===== src/rtl/core/ssdd_pkg.sv =====
package ssdd_pkg;

  localparam int COORD_WIDTH_DEF = 20;
  localparam int CFG_IDX_W       = 3;
  localparam int CFG_DATA_W      = 20;
  localparam int LIMIT_W         = 16;
  localparam int BOUND_W         = 20;
  localparam int PATH_W          = 32;
  localparam int HEAD_W          = 16;

  localparam int MUL_W   = 34;
  localparam int MUL_H   = MUL_W / 2;
  localparam int RAD_W   = 2 * MUL_W;
  localparam int DOT_W   = 47;
  localparam int DEN_W   = 46;
  localparam int NUM_W   = 61;
  localparam int Q_W     = 16;
  localparam int EXC_W   = 37;
  localparam int CW      = 48;
  localparam int ACC_W   = 22;

  localparam int VEC_BITS     = 22;
  localparam int NORM_BITS    = 40;
  localparam int NORM_COARSE  = 8;
  localparam int CORDIC_STEPS = 18;

  localparam logic [16:0] ONE_Q       = 17'd16384;
  localparam logic [15:0] PI_Q        = 16'd51472;
  localparam int          HALF_PI_ANG = 411775;

  localparam logic [15:0] CORNER_LIMIT_RST = 16'd4915;
  localparam logic [19:0] CHORD_MIN_RST    = 20'd4800;
  localparam logic [19:0] CHORD_MAX_RST    = 20'd8000;
  localparam logic [19:0] EXP_EXCESS_RST   = 20'd1008;
  localparam logic [19:0] EXC_TOL_RST      = 20'd160;

  typedef enum logic [CFG_IDX_W-1:0] {
    REG_CORNER_LIMIT = 3'd0,
    REG_CHORD_MIN    = 3'd1,
    REG_CHORD_MAX    = 3'd2,
    REG_EXP_EXCESS   = 3'd3,
    REG_EXC_TOL      = 3'd4
  } cfg_reg_t;

  typedef enum logic [2:0] {
    MS_AA = 3'd0,
    MS_BB = 3'd1,
    MS_XX = 3'd2,
    MS_YY = 3'd3,
    MS_LL = 3'd4
  } msel_t;

  typedef enum logic [1:0] {
    TAG_LU    = 2'd0,
    TAG_LV    = 2'd1,
    TAG_DIST  = 2'd2,
    TAG_CHORD = 2'd3
  } tag_t;

  typedef struct packed {
    logic  open_seg;
    logic  red_step;
    logic  hload;
    logic  mul_run;
    msel_t msel;
    logic  sq_run;
    tag_t  tag;
    logic  div_run;
    logic  close_seg;
    logic  cord_init;
    logic  cord_norm;
    logic  cord_step;
    logic  shift_pts;
    logic  finish;
  } cmd_t;

  typedef struct packed {
    logic pts_ge2;
    logic seg_open;
    logic last;
    logic red_done;
    logic mul_done;
    logic sq_done;
    logic len_zero;
    logic div_done;
    logic corner;
    logic match;
    logic norm_done;
    logic m_zero;
    logic cord_done;
    logic out_busy;
  } sts_t;

  function automatic logic [17:0] atan_ang(input logic [4:0] idx);
    logic [17:0] r;
    case (idx)
      5'd0:    r = 18'd205887;
      5'd1:    r = 18'd121542;
      5'd2:    r = 18'd64220;
      5'd3:    r = 18'd32599;
      5'd4:    r = 18'd16363;
      5'd5:    r = 18'd8189;
      5'd6:    r = 18'd4096;
      5'd7:    r = 18'd2048;
      5'd8:    r = 18'd1024;
      5'd9:    r = 18'd512;
      5'd10:   r = 18'd256;
      5'd11:   r = 18'd128;
      5'd12:   r = 18'd64;
      5'd13:   r = 18'd32;
      5'd14:   r = 18'd16;
      5'd15:   r = 18'd8;
      5'd16:   r = 18'd4;
      5'd17:   r = 18'd2;
      default: r = 18'd0;
    endcase
    return r;
  endfunction

endpackage


===== src/rtl/core/ssdd_ctrl.sv =====
module ssdd_ctrl (
  input  logic             clk,
  input  logic             rst_n,
  input  logic             in_valid,
  output logic             in_ready,
  input  ssdd_pkg::sts_t   sts,
  output ssdd_pkg::cmd_t   cmd
);

  typedef enum logic [18:0] {
    S_IDLE  = 19'h00001,
    S_OPEN  = 19'h00002,
    S_RED   = 19'h00004,
    S_HLD   = 19'h00008,
    S_HMA   = 19'h00010,
    S_HMB   = 19'h00020,
    S_HSQ   = 19'h00040,
    S_ZCHK  = 19'h00080,
    S_DMX   = 19'h00100,
    S_DMY   = 19'h00200,
    S_DML   = 19'h00400,
    S_DIV   = 19'h00800,
    S_DEC   = 19'h01000,
    S_TEST  = 19'h02000,
    S_CINIT = 19'h04000,
    S_CNORM = 19'h08000,
    S_CITER = 19'h10000,
    S_SHIFT = 19'h20000,
    S_FIN   = 19'h40000
  } state_t;

  state_t          state_r, state_nxt;
  ssdd_pkg::tag_t  tag_r, tag_nxt;
  logic            ck_last_r, ck_last_nxt;
  state_t          after_close;

  always_comb begin
    after_close = ck_last_r ? S_FIN : S_SHIFT;
    state_nxt   = state_r;
    tag_nxt     = tag_r;
    ck_last_nxt = ck_last_r;
    cmd         = '0;
    cmd.tag     = tag_r;
    cmd.msel    = ssdd_pkg::MS_AA;
    in_ready    = 1'b0;
    case (state_r)
      S_IDLE: begin
        in_ready = 1'b1;
        if (in_valid) begin
          state_nxt = sts.pts_ge2 ? S_OPEN : S_SHIFT;
        end
      end
      S_OPEN: begin
        cmd.open_seg = 1'b1;
        state_nxt    = S_RED;
      end
      S_RED: begin
        cmd.red_step = 1'b1;
        if (sts.red_done) begin
          tag_nxt   = ssdd_pkg::TAG_LU;
          state_nxt = S_HLD;
        end
      end
      S_HLD: begin
        cmd.hload = 1'b1;
        state_nxt = S_HMA;
      end
      S_HMA: begin
        cmd.mul_run = 1'b1;
        cmd.msel    = ssdd_pkg::MS_AA;
        if (sts.mul_done) state_nxt = S_HMB;
      end
      S_HMB: begin
        cmd.mul_run = 1'b1;
        cmd.msel    = ssdd_pkg::MS_BB;
        if (sts.mul_done) state_nxt = S_HSQ;
      end
      S_HSQ: begin
        cmd.sq_run = 1'b1;
        if (sts.sq_done) begin
          case (tag_r)
            ssdd_pkg::TAG_LU: begin
              tag_nxt   = ssdd_pkg::TAG_LV;
              state_nxt = S_HLD;
            end
            ssdd_pkg::TAG_LV:   state_nxt = S_ZCHK;
            ssdd_pkg::TAG_DIST: state_nxt = S_SHIFT;
            default:            state_nxt = S_TEST;
          endcase
        end
      end
      S_ZCHK: begin
        if (sts.len_zero) begin
          tag_nxt   = ssdd_pkg::TAG_DIST;
          state_nxt = S_HLD;
        end else begin
          state_nxt = S_DMX;
        end
      end
      S_DMX: begin
        cmd.mul_run = 1'b1;
        cmd.msel    = ssdd_pkg::MS_XX;
        if (sts.mul_done) state_nxt = S_DMY;
      end
      S_DMY: begin
        cmd.mul_run = 1'b1;
        cmd.msel    = ssdd_pkg::MS_YY;
        if (sts.mul_done) state_nxt = S_DML;
      end
      S_DML: begin
        cmd.mul_run = 1'b1;
        cmd.msel    = ssdd_pkg::MS_LL;
        if (sts.mul_done) state_nxt = S_DIV;
      end
      S_DIV: begin
        cmd.div_run = 1'b1;
        if (sts.div_done) state_nxt = S_DEC;
      end
      S_DEC: begin
        state_nxt = S_HLD;
        if (sts.corner) begin
          ck_last_nxt = 1'b0;
          tag_nxt     = ssdd_pkg::TAG_CHORD;
        end else begin
          tag_nxt = ssdd_pkg::TAG_DIST;
        end
      end
      S_TEST: begin
        cmd.close_seg = 1'b1;
        state_nxt     = sts.match ? S_CINIT : after_close;
      end
      S_CINIT: begin
        cmd.cord_init = 1'b1;
        state_nxt     = S_CNORM;
      end
      S_CNORM: begin
        cmd.cord_norm = 1'b1;
        if (sts.m_zero) begin
          state_nxt = after_close;
        end else if (sts.norm_done) begin
          state_nxt = S_CITER;
        end
      end
      S_CITER: begin
        cmd.cord_step = 1'b1;
        if (sts.cord_done) state_nxt = after_close;
      end
      S_SHIFT: begin
        cmd.shift_pts = 1'b1;
        if (!sts.last) begin
          state_nxt = S_IDLE;
        end else if (sts.seg_open) begin
          ck_last_nxt = 1'b1;
          tag_nxt     = ssdd_pkg::TAG_CHORD;
          state_nxt   = S_HLD;
        end else begin
          state_nxt = S_FIN;
        end
      end
      S_FIN: begin
        if (!sts.out_busy) begin
          cmd.finish = 1'b1;
          state_nxt  = S_IDLE;
        end
      end
      default: state_nxt = S_IDLE;
    endcase
  end

  always_ff @(posedge clk) begin
    if (!rst_n) begin
      state_r   <= S_IDLE;
      tag_r     <= ssdd_pkg::TAG_LU;
      ck_last_r <= 1'b0;
    end else begin
      state_r   <= state_nxt;
      tag_r     <= tag_nxt;
      ck_last_r <= ck_last_nxt;
    end
  end

endmodule


===== config.mk =====
export PLATFORM = sky130hd
export DESIGN_NAME = ssdd_ctrl
export DESIGN_NICKNAME = d
export VERILOG_FILES = /design/src/rtl/core/ssdd_pkg.sv /design/src/rtl/core/ssdd_ctrl.sv
export SDC_FILE = /design/constraint.sdc
export NUM_CORES = 1
export LEC_CHECK = 0
export BUFFER_PORTS_ARGS = -buffer_cell sky130_fd_sc_hd__buf_2
export CAP_MARGIN = 20
export CORE_ASPECT_RATIO = 0.6
export CORE_MARGIN = 10
export CORE_UTILIZATION = 42
export DETAILED_ROUTE_END_ITERATION = 6
export PLACE_DENSITY = 0.71
export SLEW_MARGIN = 40
export SYNTH_ARGS = -nofsm -noshare
export SYNTH_HDL_FRONTEND = slang
export SYNTH_SLANG_ARGS = --single-unit

===== constraint.sdc =====
create_clock -name clk -period 2.65 [get_ports clk]
set_input_delay 0.53 -clock clk [delete_from_list [all_inputs] [get_ports clk]]
set_output_delay 0.53 -clock clk [all_outputs]
set_load 0.03 [all_outputs]

==> flow_summary.yaml <==
critical_path:
  cp.buffers_inverters: 2
  cp_slowest_stage_delay_ns: 0.46
  cp-start-kind: "register"
  cp_max_fo: 7
  crit_slowest_cell: "nor4_4"
  critPathMostFrequentCell: "nor4_4"
  end_kind: "output pin"
  crit_chain: "nor4_4, nand3_2, nor4_4, buf_4, buf_2"
  cp_top_family: "simple AND/OR/NAND/NOR gates"
  worstSetupPathType: "register to output pin"
  cp.required_ns: 2.12
  cp.arrival_ns: 2.07
sta:
  setup_viol: 0
  final.period_utilization_pct: 98.20
  finalClockSkew_ns: 0.003982
  fmax_ghz: 0.3843
  hold_violations: 0
  fin_crit_ns: 2.602
  setup_ws_ns: 0.04769
  slew_headroom_pct: 61.70
  tns_ns: 0
  worst-slew-pin-transition_ns: 0.5744
  rsz0062_at_grt: "true"
  whs_ns: 0.4835
  slew_viol_final: 0
place:
  dpl.hpwl_microns: 3757
  gp_congestion: 0.9299
  dpl_cell_area_sq_um: 1787
  dpl.cell_count: 272
  port_buffers: 34
  pre_cts_ws_ns: 0.06037
global_route:
  grtUsageMet2_pct: 21.91
  antenna_found_initial: 0
  grt_pass1_vias: 1570
  grt_max_degree: 14
  grt_pass1_wl_microns: 7997
  grt_use_total_pct: 15.85
  grt.met3_usage_pct: 6.236
  grt_overflow: 0
  grt_use_met1_pct: 22.51
  grt-busiest-layer: "met1"
yosys:
  async_reset_ff_share_pct: 0
  seq_area_frac_synth_pct: 30.09
  ys_warn_count: 0
  avgSynthCellArea_sq_um: 7.870
  synth-seq-cells: 22
  synth.distinct_cells: 47
  synth_edf_count: 0
  synth_flop_cell: "dfxtp_1"
  synth_area_sq_um: 1464
  syn_nets: 203
  syn_inst: 186
route:
  route.detailed.drc: 0
  vias_per_cell: 5.862
  first_pass_iters: 4
  routedWlPerCell_microns: 18.04
  finalWirelength_microns: 5104
  num_vias: 1659
  drt_iter0_drc: 135
  drtAntennaViolNets: 0
floorplanning:
  die-area_sq_um: 6324
  die_x_microns: 96.22
  initial_utilization_pct: 44.32
  die_h_microns: 65.73
  core-area_sq_um: 3303
  num_rows: 16
  io_pins: 35
power:
  leakage_nw: 0.8776
  power.total_mw: 1.298
  power.density_nw_per_um2: 639.4
  vdd_drop_max_mv: 0.3066
run:
  drv_cap: 0
clocking:
  cts_tree: "done"
  clk_latency_ns: 0.27
  cts_buffers: 3
  clkTransAtPathRegs_ns: 0.09
  clockBufferDepth: 2
  root_buffer: "clkbuf_8"
  htreeDepth: 1
  clock-sinks: 22
worst_hold_path:
  holdCritPathClass: "register to register"
cells_and_area:
  final_nets: 256
  layout_commonest_cell: "buf_2"
  multi_input_area_sq_um: 1084
  syn_to_final_growth_pct: 38.72
  diodes: 0
  stdcell_count: 283
  fin_util_pct: 61.48
  mostFrequentLayoutCells: "buf_2 (29), nor2_1 (21), buf_4 (20), dfxtp_1 (18), nand2_1 (15)"
  drive_above_1_share_pct: 36.13
  nFillCells: 299
  seq_area_sq_um: 447.9
  stdcell_area_sq_um: 2031
run_status:
  outcome: "finished, final reports clean"
worst paths after layout:
kind / start / endpoint / slack [ns] / cells past startpoint
worst max-delay path: state_r[8] / cmd[1] / 0.05 / 5
worst min-delay path: ck_last_r / ck_last_r / 0.48 / 2
worst max register to register: state_r[1] / state_r[18] / 0.14 / 7
worst min register to register: ck_last_r / ck_last_r / 0.48 / 2
per-layer routing:
| layer | up-vias | wire, microns | part of all wire [%] |
|---|---|---|---|
| met5 | - | 0 | 0 |
| met4 | 0 | 53 | 1.0 |
| met3 | 8 | 553 | 11 |
| met2 | 94 | 2068 | 41 |
| met1 | 756 | 2429 | 48 |
| li1 | 801 | - | - |
worst reg2reg max path, stage by stage, from the launching register on:
cell	delay, ns
dfxtp_1	0.38
or4_4	0.58
or3_4	0.38
nor3_4	0.21
a221oi_1	0.18
o21ai_0	0.42
nand3_1	0.14
a21oi_1	0.15
logic make-up after synthesis:
| family | Yosys count | share of synthesized area (%) |
|---|---|---|
| muxes | 3 | 2.051 |
| buffers and inverters | 14 | 4.444 |
| xor gates and xnor gates | 4 | 2.394 |
| and+or+nand+nor | 117 | 48.21 |
| AOI/OAI and AO/OA | 26 | 12.82 |
| DFF | 22 | 30.09 |
where the power goes:
| group | internal (mW) | switching, mW |
|---|---|---|
| Clock | 0.202 | 0.126 |
| Sequential | 0.348 | 0.0380 |
| Combinational | 0.244 | 0.340 |
| Total | 0.794 | 0.505 |
sequential cells by signal, indices dropped and copies added, names as in the netlist:
signal	flops
state_r	19
tag_r	2
ck_last_r	1
what timing repair did:
action | CTS | global route
setup endpoints to repair | 7 | 9
hold buffers | 0 | 0
pin swaps | 1 | 6
hold endpoints to repair | 0 | 0
setup buffers | 2 | 5
resized for setup | 10 | 19
cell usage after synthesis, types with 2 or more instances:
library cell	instances	area share (%)
inv_1	9	2.3
o21ai_0	4	1.4
nor3_1	18	6.2
o21a_1	3	1.5
a21oi_1	4	1.4
a211oi_1	2	1.0
nand3_1	12	4.1
nand4b_1	2	1.2
nor4_1	8	3.4
nor4b_1	3	1.8
o32ai_1	2	1.2
o22a_1	2	1.2
nand2_1	15	3.8
dfxtp_1	22	30
xor2_1	3	1.8
mux2i_1	3	2.1
nand2b_1	7	3.0
or2_2	2	0.85
nor4_2	4	3.4
or4_1	4	2.1
a211o_1	2	1.2
nor2b_1	6	2.6
or2b_1	2	1.0
nor2_1	22	5.6
nor4_4	3	4.4
layout make-up:
class | instances | area share (%)
inverter | 10 | 1.848
timing repair buffer | 52 | 16.45
tap | 45 | 2.773
multi-input combinational | 150 | 53.36
clock buffer | 3 | 2.033
clock inverter | 1 | 1.479
sequential | 22 | 22.06
Power figures use the tool's default switching activity.
