[src/rtl/core/ssdd_pkg.sv]
package ssdd_pkg;

  localparam int COORD_WIDTH_DEF = 20;
  localparam int CFG_IDX_W       = 3;
  localparam int CFG_DATA_W      = 20;
  localparam int LIMIT_W         = 16;
  localparam int BOUND_W         = 20;
  localparam int PATH_W          = 32;
  localparam int HEAD_W          = 16;

  localparam int MUL_W   = 34;
  localparam int MUL_H   = MUL_W / 2;
  localparam int RAD_W   = 2 * MUL_W;
  localparam int DOT_W   = 47;
  localparam int DEN_W   = 46;
  localparam int NUM_W   = 61;
  localparam int Q_W     = 16;
  localparam int EXC_W   = 37;
  localparam int CW      = 48;
  localparam int ACC_W   = 22;

  localparam int VEC_BITS     = 22;
  localparam int NORM_BITS    = 40;
  localparam int NORM_COARSE  = 8;
  localparam int CORDIC_STEPS = 18;

  localparam logic [16:0] ONE_Q       = 17'd16384;
  localparam logic [15:0] PI_Q        = 16'd51472;
  localparam int          HALF_PI_ANG = 411775;

  localparam logic [15:0] CORNER_LIMIT_RST = 16'd4915;
  localparam logic [19:0] CHORD_MIN_RST    = 20'd4800;
  localparam logic [19:0] CHORD_MAX_RST    = 20'd8000;
  localparam logic [19:0] EXP_EXCESS_RST   = 20'd1008;
  localparam logic [19:0] EXC_TOL_RST      = 20'd160;

  typedef enum logic [CFG_IDX_W-1:0] {
    REG_CORNER_LIMIT = 3'd0,
    REG_CHORD_MIN    = 3'd1,
    REG_CHORD_MAX    = 3'd2,
    REG_EXP_EXCESS   = 3'd3,
    REG_EXC_TOL      = 3'd4
  } cfg_reg_t;

  typedef enum logic [2:0] {
    MS_AA = 3'd0,
    MS_BB = 3'd1,
    MS_XX = 3'd2,
    MS_YY = 3'd3,
    MS_LL = 3'd4
  } msel_t;

  typedef enum logic [1:0] {
    TAG_LU    = 2'd0,
    TAG_LV    = 2'd1,
    TAG_DIST  = 2'd2,
    TAG_CHORD = 2'd3
  } tag_t;

  typedef struct packed {
    logic  open_seg;
    logic  red_step;
    logic  hload;
    logic  mul_run;
    msel_t msel;
    logic  sq_run;
    tag_t  tag;
    logic  div_run;
    logic  close_seg;
    logic  cord_init;
    logic  cord_norm;
    logic  cord_step;
    logic  shift_pts;
    logic  finish;
  } cmd_t;

  typedef struct packed {
    logic pts_ge2;
    logic seg_open;
    logic last;
    logic red_done;
    logic mul_done;
    logic sq_done;
    logic len_zero;
    logic div_done;
    logic corner;
    logic match;
    logic norm_done;
    logic m_zero;
    logic cord_done;
    logic out_busy;
  } sts_t;

  function automatic logic [17:0] atan_ang(input logic [4:0] idx);
    logic [17:0] r;
    case (idx)
      5'd0:    r = 18'd205887;
      5'd1:    r = 18'd121542;
      5'd2:    r = 18'd64220;
      5'd3:    r = 18'd32599;
      5'd4:    r = 18'd16363;
      5'd5:    r = 18'd8189;
      5'd6:    r = 18'd4096;
      5'd7:    r = 18'd2048;
      5'd8:    r = 18'd1024;
      5'd9:    r = 18'd512;
      5'd10:   r = 18'd256;
      5'd11:   r = 18'd128;
      5'd12:   r = 18'd64;
      5'd13:   r = 18'd32;
      5'd14:   r = 18'd16;
      5'd15:   r = 18'd8;
      5'd16:   r = 18'd4;
      5'd17:   r = 18'd2;
      default: r = 18'd0;
    endcase
    return r;
  endfunction

endpackage

[src/rtl/core/ssdd_dp.sv]
module ssdd_dp #(
  parameter int COORD_WIDTH = ssdd_pkg::COORD_WIDTH_DEF
) (
  input  logic                                clk,
  input  logic                                rst_n,
  input  logic                                cfg_we,
  input  logic [ssdd_pkg::CFG_IDX_W-1:0]      cfg_index,
  input  logic [ssdd_pkg::CFG_DATA_W-1:0]     cfg_wdata,
  input  logic                                in_fire,
  input  logic signed [COORD_WIDTH-1:0]       in_x,
  input  logic signed [COORD_WIDTH-1:0]       in_y,
  input  logic                                in_last,
  input  logic                                out_ready,
  output logic                                out_valid,
  output logic                                out_found,
  output logic signed [COORD_WIDTH-1:0]       out_x,
  output logic signed [COORD_WIDTH-1:0]       out_y,
  output logic [ssdd_pkg::HEAD_W-1:0]         out_heading,
  input  ssdd_pkg::cmd_t                      cmd,
  output ssdd_pkg::sts_t                      sts
);

  localparam int DW    = COORD_WIDTH + 1;
  localparam int MW    = ssdd_pkg::MUL_W;
  localparam int MH    = ssdd_pkg::MUL_H;
  localparam int RW    = ssdd_pkg::RAD_W;
  localparam int DOTW  = ssdd_pkg::DOT_W;
  localparam int DENW  = ssdd_pkg::DEN_W;
  localparam int NUMW  = ssdd_pkg::NUM_W;
  localparam int QW    = ssdd_pkg::Q_W;
  localparam int EXW   = ssdd_pkg::EXC_W;
  localparam int CW    = ssdd_pkg::CW;
  localparam int AW    = ssdd_pkg::ACC_W;
  localparam int PW    = ssdd_pkg::PATH_W;
  localparam int HW    = ssdd_pkg::HEAD_W;

  function automatic logic [DW-1:0] magf(input logic signed [DW-1:0] d);
    return d[DW-1] ? DW'(-d) : DW'(d);
  endfunction

  // Configuration registers.
  logic [ssdd_pkg::LIMIT_W-1:0] corner_limit_r;
  logic [ssdd_pkg::BOUND_W-1:0] chord_min_r, chord_max_r, exp_excess_r, exc_tol_r;

  // Scan state.
  logic signed [COORD_WIDTH-1:0] px_r, py_r;
  logic                          last_r;
  logic signed [COORD_WIDTH-1:0] older_x_r, older_y_r, newer_x_r, newer_y_r;
  logic signed [COORD_WIDTH-1:0] start_x_r, start_y_r;
  logic [PW-1:0]                 path_r;
  logic                          seg_open_r;
  logic [1:0]                    pts_r;
  logic                          match_valid_r;
  logic signed [COORD_WIDTH-1:0] match_x_r, match_y_r;
  logic [HW-1:0]                 match_head_r;

  // Neighbor vectors as magnitude and sign.
  logic [DW-1:0] umx_r, umy_r, vmx_r, vmy_r;
  logic          usx_r, usy_r, vsx_r, vsy_r;

  logic [MW-1:0]   ha_r, hb_r;
  logic [1:0]      mcnt_r;
  logic [RW-1:0]   macc_r;
  logic [RW-1:0]   rad_r;
  logic [5:0]      sqcnt_r;
  logic [MW-1:0]   srem_r, sroot_r;
  logic [MW-1:0]   lu_r, lv_r, chord_r;
  logic signed [DOTW-1:0] dot_r;
  logic [DENW-1:0] den_r;
  logic [NUMW-1:0] drem_r;
  logic [3:0]      dcnt_r;
  logic [QW-1:0]   q_r;
  logic signed [CW-1:0] cx_r, cy_r;
  logic signed [AW-1:0] cacc_r;
  logic [4:0]      ccnt_r;

  logic                          out_valid_r, out_found_r;
  logic signed [COORD_WIDTH-1:0] out_x_r, out_y_r;
  logic [HW-1:0]                 out_head_r;

  // Combinational helpers.
  logic signed [DW-1:0] ux_d, uy_d, vx_d, vy_d, sx_d, sy_d, cxs_d, cys_d;
  logic                 big_u, big_v;
  logic [MW-1:0]        ma, mb;
  logic [MH-1:0]        ahalf, bhalf;
  logic [2*MH-1:0]      pp;
  logic [RW-1:0]        pp_sh, mprod;
  logic [1:0]           rbits;
  logic [MW+1:0]        srem_sh, strial, srem_sub;
  logic                 sq_take;
  logic [MW-1:0]        sroot_nxt;
  logic signed [DOTW-1:0] dterm;
  logic [DOTW-1:0]      dot_mag;
  logic [NUMW-1:0]      dsh;
  logic                 dbit;
  logic [QW-1:0]        qc;
  logic [16:0]          opc;
  logic [PW+2:0]        psum;
  logic signed [EXW-1:0] exc;
  logic [EXW-1:0]       exc_mag;
  logic                 match_ok;
  logic signed [CW-1:0] cstep_x, cstep_y, cx_nxt, cy_nxt;
  logic signed [AW-1:0] cang, cacc_nxt, hsum;
  logic [AW-1:0]        hq;
  logic [HW-1:0]        head_val;
  logic                 norm_ok, coarse_ok;
  logic                 mul_done, sq_done, div_done, cord_done;

  always_comb begin
    ux_d  = DW'(older_x_r) - DW'(newer_x_r);
    uy_d  = DW'(older_y_r) - DW'(newer_y_r);
    vx_d  = DW'(px_r) - DW'(newer_x_r);
    vy_d  = DW'(py_r) - DW'(newer_y_r);
    sx_d  = DW'(newer_x_r) - DW'(px_r);
    sy_d  = DW'(newer_y_r) - DW'(py_r);
    cxs_d = DW'(start_x_r) - DW'(newer_x_r);
    cys_d = DW'(start_y_r) - DW'(newer_y_r);
    big_u = (|(umx_r >> ssdd_pkg::VEC_BITS)) || (|(umy_r >> ssdd_pkg::VEC_BITS));
    big_v = (|(vmx_r >> ssdd_pkg::VEC_BITS)) || (|(vmy_r >> ssdd_pkg::VEC_BITS));

    // Multiplier: four 17x17 partial products, one per cycle.
    case (cmd.msel)
      ssdd_pkg::MS_AA: begin ma = ha_r;        mb = ha_r;        end
      ssdd_pkg::MS_BB: begin ma = hb_r;        mb = hb_r;        end
      ssdd_pkg::MS_XX: begin ma = MW'(umx_r);  mb = MW'(vmx_r);  end
      ssdd_pkg::MS_YY: begin ma = MW'(umy_r);  mb = MW'(vmy_r);  end
      ssdd_pkg::MS_LL: begin ma = lu_r;        mb = lv_r;        end
      default:         begin ma = '0;          mb = '0;          end
    endcase
    ahalf = mcnt_r[0] ? ma[MW-1:MH] : ma[MH-1:0];
    bhalf = mcnt_r[1] ? mb[MW-1:MH] : mb[MH-1:0];
    pp    = ahalf * bhalf;
    case (mcnt_r)
      2'd0:    pp_sh = RW'(pp);
      2'd3:    pp_sh = RW'(pp) << (2 * MH);
      default: pp_sh = RW'(pp) << MH;
    endcase
    mprod    = ((mcnt_r == 2'd0) ? '0 : macc_r) + pp_sh;
    mul_done = cmd.mul_run && (mcnt_r == 2'd3);

    // Square root: one result bit per cycle.
    rbits     = rad_r[RW-1 -: 2];
    srem_sh   = {((sqcnt_r == 6'd0) ? '0 : srem_r), rbits};
    strial    = {((sqcnt_r == 6'd0) ? '0 : sroot_r), 2'b01};
    sq_take   = srem_sh >= strial;
    srem_sub  = sq_take ? (srem_sh - strial) : srem_sh;
    sroot_nxt = {((sqcnt_r == 6'd0) ? {(MW-1){1'b0}} : sroot_r[MW-2:0]), sq_take};
    sq_done   = cmd.sq_run && (sqcnt_r == 6'(MW - 1));

    dterm   = signed'({1'b0, mprod[DOTW-2:0]});
    dot_mag = dot_r[DOTW-1] ? DOTW'(-dot_r) : DOTW'(dot_r);

    // Restoring divide, quotient bits from the top.
    dsh      = NUMW'(den_r) << (4'd15 - dcnt_r);
    dbit     = drem_r >= dsh;
    div_done = cmd.div_run && (dcnt_r == 4'd15);

    qc  = (q_r > QW'(ssdd_pkg::ONE_Q)) ? QW'(ssdd_pkg::ONE_Q) : q_r;
    opc = dot_r[DOTW-1] ? (ssdd_pkg::ONE_Q - 17'(qc)) : (ssdd_pkg::ONE_Q + 17'(qc));

    psum = (PW+3)'(path_r) + (PW+3)'(sroot_nxt);

    exc      = signed'(EXW'(path_r)) - signed'(EXW'(chord_r)) - signed'(EXW'(exp_excess_r));
    exc_mag  = exc[EXW-1] ? EXW'(-exc) : EXW'(exc);
    match_ok = (chord_r > MW'(chord_min_r)) && (chord_r < MW'(chord_max_r))
            && (exc_mag < EXW'(exc_tol_r));

    // CORDIC vectoring step.
    norm_ok   = (|(cx_r >>> ssdd_pkg::NORM_BITS)) || (|(cy_r >>> ssdd_pkg::NORM_BITS));
    coarse_ok = (|(cx_r >>> (ssdd_pkg::NORM_BITS - ssdd_pkg::NORM_COARSE)))
             || (|(cy_r >>> (ssdd_pkg::NORM_BITS - ssdd_pkg::NORM_COARSE)));
    cstep_x   = cy_r >>> ccnt_r;
    cstep_y   = cx_r >>> ccnt_r;
    cang      = signed'(AW'(ssdd_pkg::atan_ang(ccnt_r)));
    if (cy_r > 0) begin
      cx_nxt   = cx_r + cstep_x;
      cy_nxt   = cy_r - cstep_y;
      cacc_nxt = cacc_r + cang;
    end else begin
      cx_nxt   = cx_r - cstep_x;
      cy_nxt   = cy_r + cstep_y;
      cacc_nxt = cacc_r - cang;
    end
    cord_done = cmd.cord_step && (ccnt_r == 5'(ssdd_pkg::CORDIC_STEPS - 1));
    hsum      = cacc_nxt + AW'(8);
    hq        = AW'(hsum >>> 4);
    if (cacc_nxt[AW-1]) begin
      head_val = '0;
    end else if (hq > AW'(ssdd_pkg::PI_Q)) begin
      head_val = ssdd_pkg::PI_Q;
    end else begin
      head_val = hq[HW-1:0];
    end
  end

  always_comb begin
    sts           = '0;
    sts.pts_ge2   = pts_r[1];
    sts.seg_open  = seg_open_r;
    sts.last      = last_r;
    sts.red_done  = !big_u && !big_v;
    sts.mul_done  = mul_done;
    sts.sq_done   = sq_done;
    sts.len_zero  = (lu_r == '0) || (lv_r == '0);
    sts.div_done  = div_done;
    sts.corner    = opc > 17'(corner_limit_r);
    sts.match     = match_ok;
    sts.norm_done = norm_ok;
    sts.m_zero    = (cx_r == '0) && (cy_r == '0);
    sts.cord_done = cord_done;
    sts.out_busy  = out_valid_r && !out_ready;
  end

  always_ff @(posedge clk) begin
    if (in_fire) begin
      px_r   <= in_x;
      py_r   <= in_y;
      last_r <= in_last;
    end

    if (cmd.open_seg) begin
      if (!seg_open_r) begin
        start_x_r <= newer_x_r;
        start_y_r <= newer_y_r;
        path_r    <= '0;
      end
      umx_r <= magf(ux_d);  usx_r <= ux_d[DW-1];
      umy_r <= magf(uy_d);  usy_r <= uy_d[DW-1];
      vmx_r <= magf(vx_d);  vsx_r <= vx_d[DW-1];
      vmy_r <= magf(vy_d);  vsy_r <= vy_d[DW-1];
    end

    if (cmd.red_step) begin
      if (big_u) begin
        umx_r <= umx_r >> 1;
        umy_r <= umy_r >> 1;
      end
      if (big_v) begin
        vmx_r <= vmx_r >> 1;
        vmy_r <= vmy_r >> 1;
      end
    end

    if (cmd.hload) begin
      case (cmd.tag)
        ssdd_pkg::TAG_LU:   begin ha_r <= MW'(umx_r);       hb_r <= MW'(umy_r);       end
        ssdd_pkg::TAG_LV:   begin ha_r <= MW'(vmx_r);       hb_r <= MW'(vmy_r);       end
        ssdd_pkg::TAG_DIST: begin ha_r <= MW'(magf(sx_d));  hb_r <= MW'(magf(sy_d));  end
        default:            begin ha_r <= MW'(magf(cxs_d)); hb_r <= MW'(magf(cys_d)); end
      endcase
    end

    macc_r <= mprod;
    if (mul_done) begin
      case (cmd.msel)
        ssdd_pkg::MS_AA: rad_r <= mprod;
        ssdd_pkg::MS_BB: rad_r <= rad_r + mprod;
        ssdd_pkg::MS_XX: dot_r <= (usx_r ^ vsx_r) ? -dterm : dterm;
        ssdd_pkg::MS_YY: dot_r <= dot_r + ((usy_r ^ vsy_r) ? -dterm : dterm);
        ssdd_pkg::MS_LL: begin
          den_r  <= mprod[DENW-1:0];
          drem_r <= NUMW'(dot_mag) << 14;
        end
        default: ;
      endcase
    end else if (cmd.sq_run) begin
      rad_r <= rad_r << 2;
    end

    if (cmd.sq_run) begin
      srem_r  <= srem_sub[MW-1:0];
      sroot_r <= sroot_nxt;
    end
    if (sq_done) begin
      case (cmd.tag)
        ssdd_pkg::TAG_LU:   lu_r <= sroot_nxt;
        ssdd_pkg::TAG_LV:   lv_r <= sroot_nxt;
        ssdd_pkg::TAG_DIST: path_r <= (|psum[PW+2:PW]) ? '1 : psum[PW-1:0];
        default:            chord_r <= sroot_nxt;
      endcase
    end

    if (cmd.div_run) begin
      if (dbit) drem_r <= drem_r - dsh;
      q_r <= {q_r[QW-2:0], dbit};
    end

    if (cmd.close_seg && match_ok) begin
      match_x_r    <= newer_x_r;
      match_y_r    <= newer_y_r;
      match_head_r <= '0;
    end

    if (cmd.cord_init) begin
      if (cxs_d[DW-1]) begin
        cx_r   <= signed'(CW'(magf(cys_d)));
        cy_r   <= signed'(CW'(magf(cxs_d)));
        cacc_r <= AW'(ssdd_pkg::HALF_PI_ANG);
      end else begin
        cx_r   <= CW'(cxs_d);
        cy_r   <= signed'(CW'(magf(cys_d)));
        cacc_r <= '0;
      end
    end else if (cmd.cord_norm && !norm_ok) begin
      if (coarse_ok) begin
        cx_r <= cx_r <<< 1;
        cy_r <= cy_r <<< 1;
      end else begin
        cx_r <= cx_r <<< ssdd_pkg::NORM_COARSE;
        cy_r <= cy_r <<< ssdd_pkg::NORM_COARSE;
      end
    end else if (cmd.cord_step) begin
      cx_r   <= cx_nxt;
      cy_r   <= cy_nxt;
      cacc_r <= cacc_nxt;
    end
    if (cord_done) match_head_r <= head_val;

    if (cmd.shift_pts) begin
      older_x_r <= newer_x_r;
      older_y_r <= newer_y_r;
      newer_x_r <= px_r;
      newer_y_r <= py_r;
    end

    if (cmd.finish) begin
      out_found_r <= match_valid_r;
      out_x_r     <= match_valid_r ? match_x_r : '0;
      out_y_r     <= match_valid_r ? match_y_r : '0;
      out_head_r  <= match_valid_r ? match_head_r : '0;
    end

    if (!rst_n) begin
      corner_limit_r <= ssdd_pkg::CORNER_LIMIT_RST;
      chord_min_r    <= ssdd_pkg::CHORD_MIN_RST;
      chord_max_r    <= ssdd_pkg::CHORD_MAX_RST;
      exp_excess_r   <= ssdd_pkg::EXP_EXCESS_RST;
      exc_tol_r      <= ssdd_pkg::EXC_TOL_RST;
      pts_r          <= '0;
      seg_open_r     <= 1'b0;
      match_valid_r  <= 1'b0;
      out_valid_r    <= 1'b0;
      mcnt_r         <= '0;
      sqcnt_r        <= '0;
      dcnt_r         <= '0;
      ccnt_r         <= '0;
    end else begin
      if (cfg_we) begin
        case (ssdd_pkg::cfg_reg_t'(cfg_index))
          ssdd_pkg::REG_CORNER_LIMIT: corner_limit_r <= cfg_wdata[ssdd_pkg::LIMIT_W-1:0];
          ssdd_pkg::REG_CHORD_MIN:    chord_min_r    <= cfg_wdata;
          ssdd_pkg::REG_CHORD_MAX:    chord_max_r    <= cfg_wdata;
          ssdd_pkg::REG_EXP_EXCESS:   exp_excess_r   <= cfg_wdata;
          ssdd_pkg::REG_EXC_TOL:      exc_tol_r      <= cfg_wdata;
          default: ;
        endcase
      end
      mcnt_r  <= cmd.mul_run   ? mcnt_r + 2'd1  : '0;
      sqcnt_r <= cmd.sq_run    ? sqcnt_r + 6'd1 : '0;
      dcnt_r  <= cmd.div_run   ? dcnt_r + 4'd1  : '0;
      ccnt_r  <= cmd.cord_step ? ccnt_r + 5'd1  : '0;
      if (cmd.open_seg) seg_open_r <= 1'b1;
      if (cmd.close_seg) begin
        seg_open_r <= 1'b0;
        if (match_ok) match_valid_r <= 1'b1;
      end
      if (cmd.shift_pts && !pts_r[1]) pts_r <= pts_r + 2'd1;
      if (cmd.finish) begin
        out_valid_r   <= 1'b1;
        pts_r         <= '0;
        seg_open_r    <= 1'b0;
        match_valid_r <= 1'b0;
      end else if (out_ready) begin
        out_valid_r <= 1'b0;
      end
    end
  end

  assign out_valid   = out_valid_r;
  assign out_found   = out_found_r;
  assign out_x       = out_x_r;
  assign out_y       = out_y_r;
  assign out_heading = out_head_r;

  a_finish_no_overwrite: assert property (@(posedge clk) disable iff (!rst_n)
    cmd.finish |-> !(out_valid_r && !out_ready))
    else $error("result beat overwritten while waiting");

  a_cordic_normalized: assert property (@(posedge clk) disable iff (!rst_n)
    cmd.cord_step |-> norm_ok)
    else $error("CORDIC started on an unnormalized vector");

  a_shift_counts: assert property (@(posedge clk) disable iff (!rst_n)
    cmd.shift_pts |=> pts_r != 2'd0)
    else $error("point count did not advance");

  a_match_latched: assert property (@(posedge clk) disable iff (!rst_n)
    (cmd.close_seg && match_ok) |=> match_valid_r)
    else $error("matching segment not recorded");

endmodule
[config.mk]
export PLATFORM = sky130hd
export DESIGN_NAME = ssdd_dp
export DESIGN_NICKNAME = d
export VERILOG_FILES = /design/src/rtl/core/ssdd_pkg.sv /design/src/rtl/core/ssdd_dp.sv
export SDC_FILE = /design/constraint.sdc
export NUM_CORES = 2
export LEC_CHECK = 0
export BUFFER_PORTS_ARGS = -buffer_cell sky130_fd_sc_hd__buf_2
export CORE_ASPECT_RATIO = 0.75
export CORE_MARGIN = 2
export CORE_UTILIZATION = 40
export DETAILED_ROUTE_END_ITERATION = 10
export HOLD_SLACK_MARGIN = 0.03
export PLACE_DENSITY = 0.57
export SYNTH_ARGS = -nofsm -noshare
export SYNTH_HDL_FRONTEND = slang
export SYNTH_SLANG_ARGS = --single-unit
[constraint.sdc]
create_clock -name clk -period 19.9 [get_ports clk]
set_clock_uncertainty 0.2 [all_clocks]
set_input_delay 3.98 -clock clk [delete_from_list [all_inputs] [get_ports clk]]
set_output_delay 3.98 -clock clk [all_outputs]
set_load 0.02 [all_outputs]
==> reports/metrics.yaml <==
synth:
  yosysWarnings: 0
  syn_avg_cell_area_um2: 8.94
  yosys-top-cells-area: "edfxtp_1 (25%), ha_1 (10%), dfxtp_1 (5.6%)"
  synthArstFlopShare: 0
  synth_ff_type: "edfxtp_1"
  synth_top_area_frac: 0.246
  synth_edf_count: 869
  yosys.cell_types.count: 110
  syn-instance-count: 11900
  ys_seq_area_frac: 0.302
  syn_area_um2: 106000
  synth_area_leader_cell: "edfxtp_1"
  ys_seq_elements: 1166
route:
  drtIter0Drc: 8974
  via_per_inst: 5.82
  wl_met2_um: 137000
  finalWirelength_um: 338000
  drc: 0
  drt-pass1-iter-count: 6
  antenna_left: 0
  wl_per_cell_um: 21.9
  drt-met1-wl_um: 167000
  top_layer_used: "met5"
  wl_met3_um: 26100
  via_count: 90000
floorplanning:
  die_width_um: 599
  num_rows: 163
  fp.dieH_um: 450
  initial_core_util: 0.403
  die_area_um2: 269000
  ios: 158
  core_um2: 263000
worst_setup_path:
  startpoint_type: "input port"
  rr_worst_depth: 51
  startpoint: "cmd[10]"
  r2r-start: "umx_r[8]"
  required_ps: 20250
  crit_path_end_kind: "flop"
  slowest_stage: "buf_2"
  r2r_slack_ps: 4990
  arrival_ps: 18810
  slowest_delay_ps: 660
  r2r_end: "rad_r[67]"
  criticalPathCategory: "in -> reg"
  worst-path-max-fanout: 32
cts:
  numCtsBuffers: 144
  numClockSinks: 1166
  postCtsSetupBuffers: 0
  cts_resized: 0
  ctsHoldBuffers: 0
  cts_tree: "built"
  clk_pin_slew_worst_paths_ps: 60
  cts_buffer_depth: 4
  cts-root-buf: "clkbuf_16"
  clock_latency_ps: 860
  htreeDepth: 4
final_layout:
  drive_gt1_frac: 0.0821
  final_nets: 13000
  mostFrequentLayoutCells: "nand2_1 (1128), nor2_1 (958), a21oi_1 (954), edfxtp_1 (869), ha_1 (849)"
  syn_to_final_growth_pct: 8.51
  post-route-util: 0.437
  layoutNonFillerInstCount: 15500
  layout_commonest_cell: "nand2_1"
  fin_area_um2: 115000
  fill_cells: 25600
sta:
  slew_violations: 0
  tightestPinTransition_ps: 1260
  whs_ps: 266
  hold_viol_final: 0
  fmax_mhz: 54.2
  fin_ws_ps: 1440
  rsz0062_at_grt: "no"
  relSlewSlack: 0.159
  finalSetupViolations: 0
  period_minus_slack_ps: 18460
  fin_setup_tns_ps: 0
  post-route-period-util: 0.928
placement:
  placed_cell_area_um2: 111000
  dp_hpwl_um: 261000
  gp_congestion: 0.943
  pre_cts_slack_ps: 936
  port_buffers: 155
  dp.cells: 15200
global_route:
  grt_max_degree: 119
  grt_usage: 0.244
  grt_pass1_wl_um: 517000
  grt_antenna_before_repair: 15
  grt_pass1_vias: 85100
  overflow: 0
min_path:
  min_to: "exc_tol_r[15]"
  worstHoldPathType: "reg -> reg"
  hold_start: "exc_tol_r[15]"
  hold_depth: 2
power:
  power_density_nw_per_um2: 163
  p_total_mw: 18.8
  p_leak_nw: 47.9
  max-vdd-ir-drop_v: 0.000121
flow_run:
  max_cap_viol_count: 0
outcome:
  status: "complete, no violations"
-- how the worst max path moves through the flow --
stage / to / slack [ps] / cells after the start
6_report: rad_r[67] / 1440 / 51
5_1_grt: rad_r[67] / 600 / 51
4_1_cts: rad_r[67] / 1750 / 51
3_5_place_dp: rad_r[67] / 940 / 51
3_3_place_gp: rad_r[67] / 840 / 51
2_1_floorplan: rad_r[64] / 2870 / 60
-- critical path: cells and delay by family --
family,cells,cell delay (ps)
adders and majority gates,9,4090
AOI/OAI and AO/OA,27,6720
buffers and inverters,6,1530
xor gates and xnor gates,4,1120
and+or+nand+nor,5,1300
-- where the power goes --
group          switching (mW)  internal (mW)
Combinational            7.42           5.08
Clock                    1.14           1.51
Sequential              0.417           3.25
-- per-layer routing --
metal,global-route usage,vias up
li1,-,42600
met1,0.382,43800
met2,0.346,3280
met3,0.0368,403
met4,0.0542,8
met5,0,-
-- Yosys cell counts (28+ instances only) --
cell type / n
clkbuf_1: 399
and3_1: 91
nor3_1: 190
ha_1: 850
mux2i_1: 252
fa_1: 242
a22oi_1: 33
buf_1: 50
nor4_1: 96
o21ai_0: 680
xor2_1: 433
nand2b_1: 153
nor2b_1: 209
or3_1: 70
edfxtp_1: 869
o31ai_1: 60
a21oi_1: 954
a22o_1: 35
o21bai_1: 92
a211oi_1: 134
and2_1: 182
dfxtp_1: 297
o21a_1: 115
buf_2: 28
a31o_2: 38
nand3_1: 197
a21o_1: 373
mux2_2: 106
a31oi_1: 125
or2_2: 66
a21boi_0: 119
xnor2_1: 571
nand2_1: 1132
mux4_2: 167
o211ai_1: 122
or4_1: 28
a221oi_1: 34
nor2_1: 962
nand4_1: 88
inv_1: 814
-- final cells by class --
type	count	area (um2)	area share
diodes	3	7.51	0.0000652
clock buffers	190	4040	0.0351
clock inverters	59	518	0.00450
inverters	822	3090	0.0268
multi-input cells	9382	69100	0.600
flip-flops and latches	1166	32100	0.278
well taps	3547	4440	0.0385
repair buffers	295	1870	0.0162
-- cell families after synthesis --
logic type / Yosys count / share of synthesized area
AOI/OAI and AO/OA: 3167 / 0.189
DFF: 1166 / 0.302
and+or+nand+nor: 3592 / 0.161
buffers and inverters: 1324 / 0.0483
xor gates and xnor gates: 1004 / 0.0829
other: 1 / 0.0000353
muxes: 525 / 0.0705
adders and majority gates: 1092 / 0.146
-- registers in the layout, indices dropped and copies added (netlist names), 46 cells and up --
name,flops
cx_r,48
cy_r,48
den_r,46
dot_r,47
drem_r,61
macc_r,68
rad_r,68
Note: power is estimated with default switching activity, not from simulation.
